`src/rtl/rpf_pkg.sv`:
```
// shared types, register indexes and constants of the region pixel filter
package rpf_pkg;

   // largest image dimension the counters support
   localparam int MAX_DIM_DEFAULT = 4096;

   // field widths
   localparam int CHAN_W   = 8;
   localparam int MODE_W   = 2;
   localparam int SIZE_W   = 13;
   localparam int BOUND_W  = 12;
   localparam int THRESH_W = 10;
   localparam int CSR_IDX_W  = 3;
   localparam int CSR_DATA_W = 13;
   localparam int CHAN_SUM_W = 10;

   // register indexes
   localparam logic [CSR_IDX_W-1:0] CSR_MODE          = 3'd0;
   localparam logic [CSR_IDX_W-1:0] CSR_IMAGE_WIDTH   = 3'd1;
   localparam logic [CSR_IDX_W-1:0] CSR_IMAGE_HEIGHT  = 3'd2;
   localparam logic [CSR_IDX_W-1:0] CSR_REGION_LEFT   = 3'd3;
   localparam logic [CSR_IDX_W-1:0] CSR_REGION_TOP    = 3'd4;
   localparam logic [CSR_IDX_W-1:0] CSR_REGION_RIGHT  = 3'd5;
   localparam logic [CSR_IDX_W-1:0] CSR_REGION_BOTTOM = 3'd6;
   localparam logic [CSR_IDX_W-1:0] CSR_BIN_THRESHOLD = 3'd7;

   // mode codes
   localparam logic [MODE_W-1:0] MODE_INVERT   = 2'd0;
   localparam logic [MODE_W-1:0] MODE_GRAY     = 2'd1;
   localparam logic [MODE_W-1:0] MODE_BINARIZE = 2'd2;

   // full-scale channel value
   localparam logic [CHAN_W-1:0] CHAN_MAX = 8'd255;

   // luma: (114*b + 587*g + 299*r + 499) / 1000, divide by reciprocal multiply
   localparam int LUMA_SUM_W   = 18;
   localparam int LUMA_RECIP_W = 19;
   localparam int LUMA_PROD_W  = LUMA_SUM_W + LUMA_RECIP_W;
   localparam int LUMA_SHIFT   = 28;
   localparam logic [LUMA_SUM_W-1:0]   LUMA_WB    = 18'd114;
   localparam logic [LUMA_SUM_W-1:0]   LUMA_WG    = 18'd587;
   localparam logic [LUMA_SUM_W-1:0]   LUMA_WR    = 18'd299;
   localparam logic [LUMA_SUM_W-1:0]   LUMA_BIAS  = 18'd499;
   localparam logic [LUMA_RECIP_W-1:0] LUMA_RECIP = 19'd268436;

   // per-pixel operation picked from mode and position
   typedef enum logic [1:0] {
      OP_PASS,
      OP_INVERT,
      OP_GRAY,
      OP_BINARIZE
   } op_type;

   // configuration registers
   typedef struct packed {
      logic [MODE_W-1:0]   mode;
      logic [SIZE_W-1:0]   image_width;
      logic [SIZE_W-1:0]   image_height;
      logic [BOUND_W-1:0]  region_left;
      logic [BOUND_W-1:0]  region_top;
      logic [BOUND_W-1:0]  region_right;
      logic [BOUND_W-1:0]  region_bottom;
      logic [THRESH_W-1:0] bin_threshold;
   } cfg_type;

   // position decision for the pixel being accepted
   typedef struct packed {
      op_type op;
      logic   frame_end;
   } pos_type;

endpackage

```
`src/rtl/region_pixel_filter_top.sv`:
```
// region pixel filter: config registers, three-stage pixel pipeline, result register
// each pixel passes the stage 1, stage 2 and result registers in order before its result is valid
// throughput: one pixel per cycle; every stage holds when the result side stalls
// the luma divide is a reciprocal multiply in the last stage
// reset: synchronous, clears counters, pipeline valids and configuration
// (mode 0, width 1, height 1, other registers 0)
module region_pixel_filter_top
   import rpf_pkg::*;
#(
   parameter int MAX_DIM = MAX_DIM_DEFAULT
) (
   input  logic                  clock,
   input  logic                  reset,
   input  logic                  csr_we,
   input  logic [CSR_IDX_W-1:0]  csr_index,
   input  logic [CSR_DATA_W-1:0] csr_wdata,
   input  logic                  req_valid,
   output logic                  req_ready,
   input  logic [CHAN_W-1:0]     req_red,
   input  logic [CHAN_W-1:0]     req_green,
   input  logic [CHAN_W-1:0]     req_blue,
   output logic                  rsp_valid,
   input  logic                  rsp_ready,
   output logic [CHAN_W-1:0]     rsp_red,
   output logic [CHAN_W-1:0]     rsp_green,
   output logic [CHAN_W-1:0]     rsp_blue,
   output logic                  rsp_frame_end
);

   cfg_type cfg_ff;
   pos_type pos;

   logic req_xfer, s1_en, s2_en, out_en;

   logic                  s1_v_ff;
   op_type                s1_op_ff;
   logic                  s1_end_ff;
   logic [CHAN_W-1:0]     s1_red_ff, s1_green_ff, s1_blue_ff;

   logic                  s2_v_ff;
   op_type                s2_op_ff;
   logic                  s2_end_ff;
   logic [CHAN_W-1:0]     s2_red_ff, s2_green_ff, s2_blue_ff;
   logic [LUMA_SUM_W-1:0] s2_sum_ff;

   logic                  out_v_ff;
   op_type                out_op_ff;
   logic                  out_end_ff;
   logic [CHAN_W-1:0]     out_red_ff, out_green_ff, out_blue_ff;

   logic [LUMA_SUM_W-1:0]  luma_sum_in;
   logic [CHAN_SUM_W-1:0]  chan_sum;
   logic [CHAN_W-1:0]      s2_red_in, s2_green_in, s2_blue_in, bin_v;
   logic [LUMA_PROD_W-1:0] luma_prod;
   logic [CHAN_W-1:0]      luma_q;
   logic [CHAN_W-1:0]      out_red_in, out_green_in, out_blue_in;

   // stall chain from the result side back to the input
   assign out_en    = !out_v_ff || rsp_ready;
   assign s2_en     = !s2_v_ff || out_en;
   assign s1_en     = !s1_v_ff || s2_en;
   assign req_ready = s1_en;
   assign req_xfer  = req_valid && req_ready;

   // configuration registers
   always_ff @(posedge clock) begin
      if (reset) begin
         cfg_ff <= '{mode: MODE_INVERT, image_width: SIZE_W'(1), image_height: SIZE_W'(1),
                     default: '0};
      end else if (csr_we) begin
         unique case (csr_index)
            CSR_MODE:          cfg_ff.mode          <= csr_wdata[MODE_W-1:0];
            CSR_IMAGE_WIDTH:   cfg_ff.image_width   <= csr_wdata[SIZE_W-1:0];
            CSR_IMAGE_HEIGHT:  cfg_ff.image_height  <= csr_wdata[SIZE_W-1:0];
            CSR_REGION_LEFT:   cfg_ff.region_left   <= csr_wdata[BOUND_W-1:0];
            CSR_REGION_TOP:    cfg_ff.region_top    <= csr_wdata[BOUND_W-1:0];
            CSR_REGION_RIGHT:  cfg_ff.region_right  <= csr_wdata[BOUND_W-1:0];
            CSR_REGION_BOTTOM: cfg_ff.region_bottom <= csr_wdata[BOUND_W-1:0];
            CSR_BIN_THRESHOLD: cfg_ff.bin_threshold <= csr_wdata[THRESH_W-1:0];
            default: ;
         endcase
      end
   end

   // pixel position and operation
   rpf_position #(
      .MAX_DIM(MAX_DIM)
   ) u_position (
      .clock(clock),
      .reset(reset),
      .step (req_xfer),
      .cfg  (cfg_ff),
      .pos  (pos)
   );

   // stage 1: input register
   always_ff @(posedge clock) begin
      if (reset) begin
         s1_v_ff <= 1'b0;
      end else if (s1_en) begin
         s1_v_ff <= req_valid;
      end
      if (req_xfer) begin
         s1_op_ff    <= pos.op;
         s1_end_ff   <= pos.frame_end;
         s1_red_ff   <= req_red;
         s1_green_ff <= req_green;
         s1_blue_ff  <= req_blue;
      end
   end

   // weighted luma sum, binarize and invert
   always_comb begin
      luma_sum_in = LUMA_SUM_W'(s1_blue_ff) * LUMA_WB + LUMA_SUM_W'(s1_green_ff) * LUMA_WG
                  + LUMA_SUM_W'(s1_red_ff) * LUMA_WR + LUMA_BIAS;
      chan_sum = CHAN_SUM_W'(s1_red_ff) + CHAN_SUM_W'(s1_green_ff) + CHAN_SUM_W'(s1_blue_ff);
      bin_v = (chan_sum >= cfg_ff.bin_threshold) ? CHAN_MAX : '0;
      case (s1_op_ff)
         OP_INVERT: begin
            s2_red_in   = CHAN_MAX - s1_red_ff;
            s2_green_in = CHAN_MAX - s1_green_ff;
            s2_blue_in  = CHAN_MAX - s1_blue_ff;
         end
         OP_BINARIZE: begin
            s2_red_in   = bin_v;
            s2_green_in = bin_v;
            s2_blue_in  = bin_v;
         end
         default: begin
            s2_red_in   = s1_red_ff;
            s2_green_in = s1_green_ff;
            s2_blue_in  = s1_blue_ff;
         end
      endcase
   end

   // stage 2 register
   always_ff @(posedge clock) begin
      if (reset) begin
         s2_v_ff <= 1'b0;
      end else if (s2_en) begin
         s2_v_ff <= s1_v_ff;
      end
      if (s2_en && s1_v_ff) begin
         s2_op_ff    <= s1_op_ff;
         s2_end_ff   <= s1_end_ff;
         s2_red_ff   <= s2_red_in;
         s2_green_ff <= s2_green_in;
         s2_blue_ff  <= s2_blue_in;
         s2_sum_ff   <= luma_sum_in;
      end
   end

   // divide by 1000 through the reciprocal, then pick the luma for gray pixels
   always_comb begin
      luma_prod = LUMA_PROD_W'(s2_sum_ff) * LUMA_PROD_W'(LUMA_RECIP);
      luma_q    = luma_prod[LUMA_SHIFT +: CHAN_W];
      if (s2_op_ff == OP_GRAY) begin
         out_red_in   = luma_q;
         out_green_in = luma_q;
         out_blue_in  = luma_q;
      end else begin
         out_red_in   = s2_red_ff;
         out_green_in = s2_green_ff;
         out_blue_in  = s2_blue_ff;
      end
   end

   // result register
   always_ff @(posedge clock) begin
      if (reset) begin
         out_v_ff <= 1'b0;
      end else if (out_en) begin
         out_v_ff <= s2_v_ff;
      end
      if (out_en && s2_v_ff) begin
         out_op_ff    <= s2_op_ff;
         out_end_ff   <= s2_end_ff;
         out_red_ff   <= out_red_in;
         out_green_ff <= out_green_in;
         out_blue_ff  <= out_blue_in;
      end
   end

   assign rsp_valid     = out_v_ff;
   assign rsp_red       = out_red_ff;
   assign rsp_green     = out_green_ff;
   assign rsp_blue      = out_blue_ff;
   assign rsp_frame_end = out_end_ff;

   // a full pipeline with a stalled result takes no new pixel
   a_full_stall: assert property (@(posedge clock) disable iff (reset)
      s1_v_ff && s2_v_ff && out_v_ff && !rsp_ready |-> !req_ready)
      else $error("pixel accepted into a full pipeline");

   // a stalled stage 2 item is kept
   a_s2_hold: assert property (@(posedge clock) disable iff (reset)
      s2_v_ff && !out_en |=> s2_v_ff && $stable(s2_sum_ff))
      else $error("stage 2 item lost during stall");

   // gray and binarized pixels have equal channels
   a_equal_chan: assert property (@(posedge clock) disable iff (reset)
      out_v_ff && (out_op_ff == OP_GRAY || out_op_ff == OP_BINARIZE)
      |-> out_red_ff == out_green_ff && out_green_ff == out_blue_ff)
      else $error("gray or binary pixel with unequal channels");

   // binarized pixels are black or white
   a_bin_level: assert property (@(posedge clock) disable iff (reset)
      out_v_ff && out_op_ff == OP_BINARIZE |-> out_red_ff == '0 || out_red_ff == CHAN_MAX)
      else $error("binarized pixel not black or white");

endmodule

```
`src/rtl/rpf_position.sv`:
```
// column and row counters with region and frame-end decode
module rpf_position
   import rpf_pkg::*;
#(
   parameter int MAX_DIM = MAX_DIM_DEFAULT
) (
   input  logic    clock,
   input  logic    reset,
   input  logic    step,
   input  cfg_type cfg,
   output pos_type pos
);

   localparam int CNT_W = $clog2(MAX_DIM);
   localparam int DIM_W = $clog2(MAX_DIM + 1);
   localparam int CMP_W = (DIM_W > SIZE_W) ? DIM_W : SIZE_W;
   localparam logic [CMP_W-1:0] MAX_V = CMP_W'(MAX_DIM);
   localparam logic [CMP_W-1:0] ONE_V = CMP_W'(1);

   logic [CNT_W-1:0] col_ff, col_in;
   logic [CNT_W-1:0] row_ff, row_in;
   logic [CMP_W-1:0] width_raw, height_raw, eff_w, eff_h;
   logic [CMP_W-1:0] lf, rt, tp, bt, col_x, row_x;
   logic             last_col, last_row, in_incl, in_excl;

   // bound clamped to dimension minus one
   function automatic logic [CMP_W-1:0] clamp_bound(input logic [CMP_W-1:0] b,
                                                    input logic [CMP_W-1:0] dim);
      clamp_bound = (b >= dim) ? dim - ONE_V : b;
   endfunction

   // effective image size
   always_comb begin
      width_raw  = CMP_W'(cfg.image_width);
      height_raw = CMP_W'(cfg.image_height);
      eff_w = (width_raw == '0) ? ONE_V : ((width_raw > MAX_V) ? MAX_V : width_raw);
      eff_h = (height_raw == '0) ? ONE_V : ((height_raw > MAX_V) ? MAX_V : height_raw);
   end

   // clamped region bounds and position compares
   always_comb begin
      lf = clamp_bound(CMP_W'(cfg.region_left), eff_w);
      rt = clamp_bound(CMP_W'(cfg.region_right), eff_w);
      tp = clamp_bound(CMP_W'(cfg.region_top), eff_h);
      bt = clamp_bound(CMP_W'(cfg.region_bottom), eff_h);
      col_x = CMP_W'(col_ff);
      row_x = CMP_W'(row_ff);
      last_col = col_x >= eff_w - ONE_V;
      last_row = row_x >= eff_h - ONE_V;
      in_incl = (col_x >= lf) && (col_x <= rt) && (row_x >= tp) && (row_x <= bt);
      in_excl = (col_x >= lf) && (col_x < rt) && (row_x >= tp) && (row_x < bt);
   end

   // operation decode
   always_comb begin
      pos.frame_end = last_col && last_row;
      unique case (cfg.mode)
         MODE_INVERT:   pos.op = in_incl ? OP_INVERT : OP_PASS;
         MODE_GRAY:     pos.op = in_excl ? OP_GRAY : OP_PASS;
         MODE_BINARIZE: pos.op = OP_BINARIZE;
         default:       pos.op = OP_PASS;
      endcase
   end

   // next counter values, wrap at the last column and row
   always_comb begin
      col_in = col_ff;
      row_in = row_ff;
      if (last_col) begin
         col_in = '0;
         row_in = last_row ? '0 : row_ff + CNT_W'(1);
      end else begin
         col_in = col_ff + CNT_W'(1);
      end
   end

   always_ff @(posedge clock) begin
      if (reset) begin
         col_ff <= '0;
         row_ff <= '0;
      end else if (step) begin
         col_ff <= col_in;
         row_ff <= row_in;
      end
   end

   // frame end leaves both counters at the origin
   a_frame_wrap: assert property (@(posedge clock) disable iff (reset)
      step && pos.frame_end |=> col_ff == '0 && row_ff == '0)
      else $error("counters not cleared after frame end");

   // inside a row the column advances by one
   a_col_step: assert property (@(posedge clock) disable iff (reset)
      step && !last_col |=> col_ff == $past(col_ff) + CNT_W'(1) && row_ff == $past(row_ff))
      else $error("column counter did not advance");

endmodule
```
`config.mk`:
```
export PLATFORM = sky130hd
export DESIGN_NAME = region_pixel_filter_top
export DESIGN_NICKNAME = d
export VERILOG_FILES = /design/src/rtl/rpf_pkg.sv /design/src/rtl/region_pixel_filter_top.sv /design/src/rtl/rpf_position.sv
export SDC_FILE = /design/constraint.sdc
export NUM_CORES = 1
export LEC_CHECK = 0
export ABC_AREA = 0
export BUFFER_PORTS_ARGS = -buffer_cell sky130_fd_sc_hd__buf_2
export CAP_MARGIN = 20
export CORE_MARGIN = 2
export CORE_UTILIZATION = 40
export DETAILED_ROUTE_END_ITERATION = 10
export GPL_ROUTABILITY_DRIVEN = 0
export PLACE_DENSITY = 0.63
export SLEW_MARGIN = 20
export SYNTH_ARGS = -nofsm -noshare
export SYNTH_HDL_FRONTEND = slang
export SYNTH_SLANG_ARGS = --single-unit
```
`constraint.sdc`:
```
create_clock -name clock -period 5.7 [get_ports clock]
set_input_delay 0.57 -clock clock [delete_from_list [all_inputs] [get_ports clock]]
set_output_delay 0.57 -clock clock [all_outputs]
set_load 0.01 [all_outputs]
```
==> metrics.cfg <==
[cts]
cts_buffers = 27
cts_sinks = 210
cts_max_level = 1
clk_latency_ps = 570
clk_pin_slew_worst_paths_ps = 60
ctsHoldBuffers = 0
clockBufferDepth = 3
cts_tree = done
root_buffer = clkbuf_16

[worst_setup_path]
worst_path_max_delay_cell = fa_1
arrival_ps = 6430
cp-startpoint = s1_blue_ff[0]$_DFFE_PP_
cp-end-kind = flip-flop
crit_path_end = s2_sum_ff[16]$_DFFE_PP_
crit_type = flip-flop to flip-flop
reg2reg_from = s1_blue_ff[0]$_DFFE_PP_
rrSetupSlack_ps = -400
crit_path_max_fanout = 2
start_kind = flip-flop
timing.rr.end = s2_sum_ff[16]$_DFFE_PP_
crit_chain = fa_1 -> inv_1 -> fa_1 -> inv_1 -> ha_4 -> ha_4 -> inv_2 -> fa_2 -> xnor2_2 -> ha_4 -> ha_4 -> fa_1 -> inv_1 -> fa_1 -> fa_1 -> inv_2 -> ha_4 -> nand3_2 -> a211oi_4 -> nor2_1 -> a221o_1 -> o21bai_1 -> a21oi_1 -> xnor2_1
cp_data_required_time_ps = 6030
critPathMaxStageDelay_ps = 540
worstRegToRegCells = 24

[route]
ant_nets = 0
wl_per_cell_microns = 16.9
drt_iter0_markers = 722
drc_errors = 0
drt_wl_total_microns = 49400
dr.pass1.iters = 5
num_vias = 15139
viasPerCell = 5.17

[grt]
gr-total-overflow = 0
grt_pass1_wl_microns = 78100
grt_max_degree = 56
antenna_found_initial = 6
grt_usage = 0.195
grt_pass1_vias = 14944

[place]
place_inst = 2846
dp_hpwl_microns = 39700
io_buffer_count = 71
place_area_sq_um = 21400

[status]
violations = negative setup slack
status = complete, but fails checks

[yosys]
synth_top_area_share = 0.250
synth_cells = 2110
synth_edf_count = 97
ys.flop_type = dfxtp_1
synth_top_area_cell = ha_1
syn_area_per_cell_sq_um = 9.30
synthTopCellsByArea = ha_1 25%, edfxtp_1 15%, fa_1 13%
synth_area_sq_um = 19600
synth_seq_cells = 210
synthArstFlopShare = 0
synth-seq-area-share = 0.264
synthDistinctLibCells = 60
yosysWarnings = 0
synth_fp_nets = 2677

[sta]
worst_slack_ps = -402
relSlewSlack = 0.387
worst_pin_slew_ps = 916
finalCriticalPeriod_ps = 6100
hold_viol_final = 0
skew_ps = 10.9
holdWs_ps = 171
timing.fmax_ghz = 0.164
finalCritPeriodShare = 1.07
rsz0062_at_grt = yes
setup_violations = 5
finalMaxSlewViolations = 0

[finish]
final_common_cell = ha_1
final_cell_mix = 379 x ha_1, 313 x inv_1, 281 x nand2_1
final_area_sq_um = 22900
regArea_sq_um = 5180
drive_above_1_share = 0.139
nFillCells = 4649
fin_nets = 2850
finalNonFillerCells = 2931
area_delta_synth_final_pct = 16.5
multi_input_area_sq_um = 13500

[flow_run]
max-cap-violations = 0

[min_path]
hp-class = input port to flip-flop
hp-start = req_blue[3]

[die]
rows = 81
num_io_pins = 72
die-height_microns = 226
fp.dieArea_sq_um = 50900
die_x_microns = 226
start_util = 0.403
core_area_sq_um = 48600

## cell type report
class,count,area share
diodes,5,0.000547
clock buffers,31,0.0316
clock inverters,19,0.00668
inverters,323,0.0530
multi-input cells,1527,0.591
flip-flops and latches,210,0.226
well taps,622,0.0340
repair buffers,194,0.0569
## worst min-delay path by stage
stage	slack, ps	cells past startpoint	end
2_1_floorplan	400	0	rsp_frame_end$_DFFE_PP_
3_3_place_gp	410	0	rsp_frame_end$_DFFE_PP_
3_5_place_dp	430	0	rsp_frame_end$_DFFE_PP_
4_1_cts	130	1	s1_blue_ff[5]$_DFFE_PP_
5_1_grt	150	1	s1_blue_ff[3]$_DFFE_PP_
6_report	170	1	s1_blue_ff[3]$_DFFE_PP_
## logic make-up after synthesis
logic type	synth area share
muxes	0.0149
adders and majority gates	0.383
buffers and inverters	0.0715
AOI/OAI and AO/OA	0.107
xor gates and xnor gates	0.0308
DFF	0.264
and+or+nand+nor	0.130
## stage by stage
step	util	setup TNS, ps	setup WS [ps]
after floorplan	-	-807	-364
after global placement	0.440	-2180	-485
after detailed placement	0.440	-3010	-515
after CTS	0.463	-1690	-439
after global routing	0.470	-3140	-689
final	0.470	-1290	-402
## sequential cells by signal, indices dropped and copies added, names as in the netlist, 12 cells and up
register	cells
s2_sum_ff	18
cfg_ff	86
u_position.row_ff	12
u_position.col_ff	12
## worst max-delay path: cells and delay by family, from the launching register on
kind | cells | cell delay [ps]
xor+xnor | 2 | 310
simple gates | 2 | 190
flops | 1 | 410
compound gates | 4 | 810
buf+inv | 5 | 240
fa+ha+maj | 11 | 3870
## routing by layer
layer | track usage | vias up | routed length, microns
met5 | 0 | - | 0
met4 | 0.0773 | 0 | 1640
met3 | 0.0306 | 97 | 2230
met2 | 0.331 | 299 | 23800
met1 | 0.249 | 7247 | 21700
li1 | - | 7496 | -
## what timing repair did
| action | 4_1_cts | 5_1_grt |
|---|---|---|
| buffers inserted | 16 | 15 |
| pin swaps | 33 | 37 |
| setup endpoints to repair | 10 | 26 |
| gates resized for setup | 28 | 49 |
| hold endpoints to repair | 0 | 0 |
## cell usage after synthesis (15+ instances only)
library cell	number
a211oi_1	15
a21o_1	19
a21oi_1	148
clkbuf_1	47
dfxtp_1	113
edfxtp_1	97
fa_1	130
ha_1	392
inv_1	320
mux2i_1	28
nand2_1	282
nand2b_1	48
nand3_1	36
nand4_1	21
nor2_1	94
nor2b_1	17
nor3_1	29
o211ai_1	35
o21ai_0	60
xnor2_1	45
xor2_1	24
Power is not shown: default switching activity piles up to over one toggle a cycle in this logic, so the estimate is an artifact.
